===== src/rtl/core/pme_pkg.sv =====
// Shared types, constants and helpers for the pheromone matrix engine.
package pme_pkg;
  localparam int MaxCities = 64;
  localparam int FracBits = 16;
  localparam int CityW = $clog2(MaxCities);
  localparam int AddrW = 2 * CityW;
  localparam int Depth = MaxCities * MaxCities;
  localparam int LevelW = 32;
  localparam logic [16:0] OneQ16 = 17'h10000;

  localparam logic [6:0] NumCitiesRst = 7'd64;
  localparam logic [16:0] EvapRateRst = 17'd6554;
  localparam logic [31:0] MinLevelRst = 32'd1;

  typedef enum logic [1:0] {
    REG_NUM_CITIES = 2'd0,
    REG_EVAP_RATE  = 2'd1,
    REG_MIN_LEVEL  = 2'd2
  } reg_idx_t;

  typedef enum logic [2:0] {
    CMD_READ    = 3'd0,
    CMD_WRITE   = 3'd1,
    CMD_FILL    = 3'd2,
    CMD_EVAP    = 3'd3,
    CMD_DEPOSIT = 3'd4,
    CMD_ADD     = 3'd5
  } cmd_t;

  typedef enum logic [1:0] {
    ST_OK      = 2'd0,
    ST_RANGE   = 2'd1,
    ST_BADTOUR = 2'd2
  } status_t;

  typedef struct packed {
    logic        start;
    logic [31:0] quality;
    logic [31:0] length;
  } div_req_t;

  typedef struct packed {
    logic        done;
    logic [31:0] quotient;
  } div_rsp_t;
endpackage


===== src/rtl/core/pme_div.sv =====
// Restoring divider for the deposit amount, (Q << FRAC) / length, saturated.
module pme_div (
  input  logic              clk,
  input  logic              rst_n,
  input  pme_pkg::div_req_t req,
  output pme_pkg::div_rsp_t rsp
);
  localparam int NumW = 32 + pme_pkg::FracBits;

  logic [NumW-1:0] num_r, num_nxt;
  logic [NumW-1:0] quo_r, quo_nxt;
  logic [32:0]     rem_r, rem_nxt;
  logic [31:0]     den_r, den_nxt;
  logic [5:0]      cnt_r, cnt_nxt;
  logic            busy_r, busy_nxt;
  logic            done_r, done_nxt;
  logic [33:0]     trial;
  logic [32:0]     shifted;

  always_comb begin
    num_nxt  = num_r;
    quo_nxt  = quo_r;
    rem_nxt  = rem_r;
    den_nxt  = den_r;
    cnt_nxt  = cnt_r;
    busy_nxt = busy_r;
    done_nxt = 1'b0;
    shifted  = {rem_r[31:0], num_r[NumW-1]};
    trial    = {1'b0, shifted} - {2'b00, den_r};
    if (req.start) begin
      num_nxt  = {req.quality, {pme_pkg::FracBits{1'b0}}};
      den_nxt  = req.length;
      rem_nxt  = '0;
      quo_nxt  = '0;
      cnt_nxt  = 6'(NumW);
      busy_nxt = 1'b1;
    end else if (busy_r) begin
      num_nxt = {num_r[NumW-2:0], 1'b0};
      if (!trial[33]) begin
        rem_nxt = trial[32:0];
        quo_nxt = {quo_r[NumW-2:0], 1'b1};
      end else begin
        rem_nxt = shifted;
        quo_nxt = {quo_r[NumW-2:0], 1'b0};
      end
      cnt_nxt = cnt_r - 6'd1;
      if (cnt_r == 6'd1) begin
        busy_nxt = 1'b0;
        done_nxt = 1'b1;
      end
    end
  end

  always_ff @(posedge clk) begin
    if (!rst_n) begin
      busy_r <= 1'b0;
      done_r <= 1'b0;
      cnt_r  <= '0;
    end else begin
      busy_r <= busy_nxt;
      done_r <= done_nxt;
      cnt_r  <= cnt_nxt;
    end
    num_r <= num_nxt;
    quo_r <= quo_nxt;
    rem_r <= rem_nxt;
    den_r <= den_nxt;
  end

  assign rsp.done     = done_r;
  assign rsp.quotient = (|quo_r[NumW-1:32]) ? 32'hFFFF_FFFF : quo_r[31:0];
endmodule


===== config.mk =====
export PLATFORM = sky130hd
export DESIGN_NAME = pme_div
export DESIGN_NICKNAME = d
export VERILOG_FILES = /design/src/rtl/core/pme_pkg.sv /design/src/rtl/core/pme_div.sv
export SDC_FILE = /design/constraint.sdc
export NUM_CORES = 1
export LEC_CHECK = 0
export BUFFER_PORTS_ARGS = -buffer_cell sky130_fd_sc_hd__clkbuf_2
export CAP_MARGIN = 15
export CORE_ASPECT_RATIO = 0.5
export CORE_MARGIN = 2
export CORE_UTILIZATION = 44
export CTS_BUF_LIST = sky130_fd_sc_hd__clkbuf_4
export CTS_CLUSTER_SIZE = 14
export DETAILED_ROUTE_END_ITERATION = 8
export GPL_TIMING_DRIVEN = 0
export HOLD_SLACK_MARGIN = 0.08
export SETUP_SLACK_MARGIN = 0.15
export SLEW_MARGIN = 10
export SYNTH_ARGS = -nofsm -noshare
export SYNTH_HDL_FRONTEND = slang
export SYNTH_SLANG_ARGS = --single-unit

===== constraint.sdc =====
create_clock -name clk -period 7.3 [get_ports clk]
set_clock_uncertainty 0.15 [all_clocks]
set_input_delay 1.095 -clock clk [delete_from_list [all_inputs] [get_ports clk]]
set_output_delay 1.095 -clock clk [all_outputs]
set_load 0.02 [all_outputs]

==> impl_metrics.tcl, run 1 <==
set metrics [dict create \
    outcome "finished clean" \
    netlist_area_um2 7740 \
    synth_largest_area_cell "edfxtp_1" \
    syn_inst 783 \
    drive_gt1_share_pct 23.5 \
    worstReg2RegStart "num_r[47]$_DFFE_PP_" \
    nNetsFinal 1004 \
    start_util_pct 44.7 \
    fillCellCount 1684 \
    grt_max_degree 36 \
    cts-root-buf "clkbuf_4" \
    drt_wl_total_um 16700 \
    cp-end-kind "flop" \
    power_density_nw_per_um2 220 \
    numCtsBuffers 17 \
    cts-resized-gates 0 \
    firstDrtPassIters 5 \
    ant_nets 0 \
    synthTopCellsByArea "edfxtp_1, dfxtp_1, mux2i_1, ha_1, nor2_1" \
    synth_edf_count 64 \
    maxSlewHeadroom_pct 34.9 \
    worstPathArrival_ps 3950 \
    die_w_um 192 \
    setup.worst_path.start_class "flop" \
    critical_path_class "reg -> reg" \
    synth_top_cell_area_share_pct 24.8 \
    min_path_cells 2 \
    synth_seq_cells 152 \
    fin_tns_setup_ps 0 \
    postCtsHoldBufs 0 \
    final_core_util_pct 51.3 \
    antenna_found_initial 1 \
    finalSetupViolCount 0 \
    cts.clk_slew.worst_paths_ps 120 \
    post-cts-setup-buffer-count 0 \
    path_max_fanout 4 \
    grt_setup_unrepaired "false" \
    vias 5945 \
    port_buffers 99 \
    place_congestion 0.944 \
    wl_per_cell_um 14.5 \
    worstHoldStart "rem_r[13]$_SDFFE_PP0P_" \
    chipHeight_um 97.8 \
    ioPinCount 100 \
    drc 0 \
    h-tree-depth 4 \
    min_period_ps 3620 \
    cts_tree "done" \
    dieArea_um2 18700 \
    seq_area_frac_synth_pct 47.6 \
    synth_common_cells "nor2_1, dfxtp_1, nand2_1" \
    area.growth.synth_to_final_pct 14.6 \
    cap_viol_max_count 0 \
    r2r_cells 13 \
    track_usage_pct 18.9 \
    core-area_um2 17300 \
    ys.flop_type "dfxtp_1" \
    synth_area_per_cell_um2 9.88 \
    ys_warn_count 0 \
    leakage_nw 3.86 \
    hp-class "reg -> reg" \
    place_hpwl_um 12300 \
    max_clock_freq_mhz 276 \
    async_flop_share_pct 0 \
    clockBufferDepth 2 \
    yosysMostFrequentCell "nor2_1" \
    cp-startpoint "num_r[47]$_DFFE_PP_" \
    synth_fp_nets 885 \
    detail_route.iter0.violations 272 \
    clock_sinks 152 \
    tightest_slew_ps 977 \
    grt_overflow 0 \
    insertion_delay_ps 560 \
    grt_pass1_vias 5774 \
    required_ps 7630 \
    hold_violations 0 \
    synth.distinct_cells 55 \
    vias_per_cell 5.17 \
    slew_viol_final 0 \
    ir_drop_uv 108 \
    finalCritPeriodShare_pct 49.6 \
    grt_pass1_wl_um 28100 \
    rows 34 \
]
-- placed cells by master (no fill, tap or decap), types with 5 or more instances in the layout --
cell | netlist | layout
nand2_1 | 66 | 66
and3_1 | 7 | 7
a21oi_1 | 31 | 31
inv_1 | 47 | 47
a21o_1 | 14 | 14
clkinv_4 | 0 | 5
nand3_1 | 14 | 14
clkbuf_1 | 26 | 26
buf_2 | 5 | 5
xnor2_1 | 19 | 19
o21bai_1 | 7 | 7
mux2i_1 | 49 | 49
mux2_2 | 32 | 32
buf_1 | 5 | 5
xor2_1 | 11 | 11
dfxtp_1 | 88 | 88
clkbuf_2 | 2 | 101
a311oi_1 | 23 | 23
o21ai_0 | 15 | 15
or2_2 | 34 | 34
a31oi_1 | 7 | 7
nor2_1 | 105 | 105
ha_1 | 34 | 34
nor3_1 | 14 | 14
a211oi_1 | 6 | 6
nor4_1 | 5 | 5
clkbuf_4 | 0 | 20
edfxtp_1 | 64 | 64
-- sequential cells by signal, indices dropped and copies added (netlist names) --
signal,cells
quo_r,48
den_r,32
num_r,32
rem_r,32
cnt_r,6
busy_r,1
done_r,1
-- final timing paths --
kind / end / slack (ps)
max reg2reg: rem_r[18]$_SDFFE_PP0P_ / 3680
min reg2reg: rem_r[14]$_SDFFE_PP0P_ / 350
max: rem_r[18]$_SDFFE_PP0P_ / 3680
min: rem_r[14]$_SDFFE_PP0P_ / 350
-- critical path: stages (launching register included) --
cell	delay, ps
edfxtp_1	390
inv_1	80
ha_1	180
inv_1	60
fa_1	400
a21o_1	220
a221oi_2	420
nor2_1	130
o311ai_1	430
a21boi_0	200
o41ai_1	400
xnor2_1	170
nand2_1	70
a311oi_1	250
-- cell families after synthesis --
| kind of cell | count (synthesis) | synth area share [%] |
|---|---|---|
| fa+ha+maj | 35 | 5.75 |
| simple gates | 257 | 14.8 |
| flops | 152 | 47.6 |
| mux | 81 | 11.0 |
| xor+xnor | 30 | 3.39 |
| buf+inv | 89 | 4.62 |
| compound gates | 139 | 12.8 |
-- layer usage --
layer	vias to the layer above	global-route usage [%]	part of all wire, %
met1	2757	26.7	50
li1	3009	-	-
met2	158	28.8	43
met3	21	4.46	5.1
met5	-	0	0
met4	0	6.09	1.4
-- report_power, final --
group | total [mW] | switching (mW) | leakage (nW) | internal [mW]
Combinational | 0.389 | 0.227 | 2.33 | 0.163
Clock | 0.591 | 0.308 | 0.179 | 0.283
Sequential | 0.970 | 0.0254 | 1.35 | 0.944
-- area by class of cell --
| type | instances | area, um2 | share of cell area [%] |
|---|---|---|---|
| diodes | 1 | 2.50 | 0.0282 |
| plain buffers | 42 | 181 | 2.04 |
| clock buffers | 20 | 150 | 1.69 |
| clock inverters | 12 | 178 | 2.00 |
| inverters | 47 | 176 | 1.99 |
| multi-input cells | 542 | 3700 | 41.7 |
| flip-flops and latches | 152 | 3680 | 41.5 |
| well taps | 234 | 293 | 3.30 |
| repair buffers | 100 | 510 | 5.75 |
-- stage by stage --
stage          total power, mW  cells  hold WS (ps)  instance area, um2  worst slack, ps
6_report                  1.95   1150           349                8870             3680
2_1_floorplan             1.27    783           311                7740             4250
5_1_grt                   2.06   1150           369                8870             3370
4_1_cts                   1.97   1149           338                8870             3650
3_5_place_dp              1.38   1117           339                8540             3540
3_3_place_gp              1.37   1116           330                8530             3420
No activity file was read; power rests on OpenSTA's default activity.
==> run 2: changes to the inputs <==
- clock period: 7.3 -> 3.6 ns (I/O delays scaled with it)
==> impl_metrics.tcl, run 2 (synthesis results as in run 1) <==
set metrics [dict create \
    max_clock_freq_mhz 305 \
    hp-class "in -> reg" \
    vias_per_cell 5.13 \
    worstPathArrival_ps 3650 \
    cts.clk_slew.worst_paths_ps 130 \
    core-area_um2 17300 \
    cts_tree "done" \
    cts-root-buf "clkbuf_4" \
    fin_tns_setup_ps 0 \
    tightest_slew_ps 982 \
    drive_gt1_share_pct 23.2 \
    dieArea_um2 18700 \
    min_period_ps 3280 \
    final_cell_mix "nor2_1, clkbuf_2, dfxtp_1" \
    ioPinCount 100 \
    path_max_fanout 4 \
    regMostFlops "quo_r" \
    grt_pass1_wl_um 29000 \
    layout_setup_ws_ps 321 \
    antenna_found_initial 1 \
    vias 6164 \
    multi_input_area_um2 3760 \
    outcome "finished clean" \
    grt_pass1_vias 5967 \
    required_ps 3970 \
    track_usage_pct 19.5 \
    pre_cts_ws_ps 6.97 \
    area.growth.synth_to_final_pct 22.2 \
    holdWs_ps 119 \
    maxSlewHeadroom_pct 34.6 \
    power_density_nw_per_um2 425 \
    cap_viol_max_count 0 \
    die_w_um 192 \
    slew_viol_final 0 \
    placed_area_um2 8540 \
    numCtsBuffers 17 \
    ir_drop_uv 221 \
    place_congestion 0.944 \
    insertion_delay_ps 570 \
    post-route-cell-area_um2 9460 \
    leakage_nw 4.10 \
    finalSetupViolCount 0 \
    ant_nets 0 \
    drt_wl_total_um 17200 \
    fillCellCount 1647 \
    wl_per_cell_um 14.3 \
    h-tree-depth 4 \
    firstDrtPassIters 5 \
    setup.worst_path.start_class "flop" \
    rows 34 \
    grt_setup_unrepaired "true" \
    clock_sinks 152 \
    nNetsFinal 1056 \
    grt_max_degree 36 \
    finalCritPeriodShare_pct 91.1 \
    cp-end-kind "flop" \
    seqCellArea_um2 3680 \
    start_util_pct 44.7 \
    clockBufferDepth 2 \
    largest_reg_flops 48 \
    detail_route.iter0.violations 318 \
    port_buffers 99 \
    ff2ff_setup_slack_ps 320 \
    critical_path_class "reg -> reg" \
    p_total_mw 4.02 \
    final_common_cell "nor2_1" \
    hold_violations 0 \
    chipHeight_um 97.8 \
    place_hpwl_um 12300 \
    drc 0 \
    grt_overflow 0 \
]
run 2: where the power goes:
group | internal (mW) | leakage [nW] | switching, mW | total [mW]
combinational | 0.375 | 2.57 | 0.480 | 0.855
clock | 0.575 | 0.179 | 0.624 | 1.20
sequential | 1.92 | 1.35 | 0.0519 | 1.97
total | 2.87 | 4.10 | 1.16 | 4.02
run 2: final timing paths:
path	from	endpoint	depth (start not counted)
setup / recovery	num_r[47]$_DFFE_PP_	rem_r[30]$_SDFFE_PP0P_	13
hold / removal	req[52]	num_r[36]$_DFFE_PP_	2
setup reg to reg	num_r[47]$_DFFE_PP_	rem_r[30]$_SDFFE_PP0P_	13
hold reg to reg	rem_r[13]$_SDFFE_PP0P_	rem_r[14]$_SDFFE_PP0P_	2
run 2: critical path: stages (launching register included):
cell      delay (ps)
edfxtp_1         390
inv_1             80
ha_1             180
inv_1             60
fa_1             410
a21o_1           220
a221oi_4         360
nor2_2           120
nor3_2           330
o311a_1          290
a21oi_1          120
o21a_1           190
nor3_1           140
o221a_2          210
run 2: stage by stage:
| stage | utilization, % | instances |
|---|---|---|
| floorplan | - | 783 |
| global placement | 49.3 | 1116 |
| detailed placement | 49.3 | 1117 |
| CTS | 54.2 | 1198 |
| global route | 54.6 | 1202 |
| finish | 54.6 | 1202 |
run 2: layer usage:
layer / wire length (um) / up-vias / share of wire, % / global-route usage [%]
met4: 213 / 0 / 1.2 / 6.39
met1: 8520 / 2895 / 49 / 27.2
met5: 0 / - / 0 / 0
met2: 7670 / 138 / 44 / 30.0
met3: 831 / 18 / 4.8 / 4.28
li1: - / 3113 / - / -
run 2: what timing repair did:
| action | 4_1_cts | 5_1_grt |
|---|---|---|
| setup buffers | 0 | 1 |
| endpoints found under the setup margin | 5 | 14 |
| pin swaps | 0 | 7 |
| endpoints found under the hold margin | 51 | 2 |
| gates resized for setup | 3 | 10 |
| hold buffers | 49 | 2 |
run 2: layout make-up:
class	count	area share (%)
multi-input combinational	542	39.8
antenna	1	0.0265
clock buffer	20	1.59
tap	234	3.10
clock inverter	12	1.88
buffer	42	1.93
inverter	47	1.87
timing repair buffer	152	10.9
sequential	152	38.9
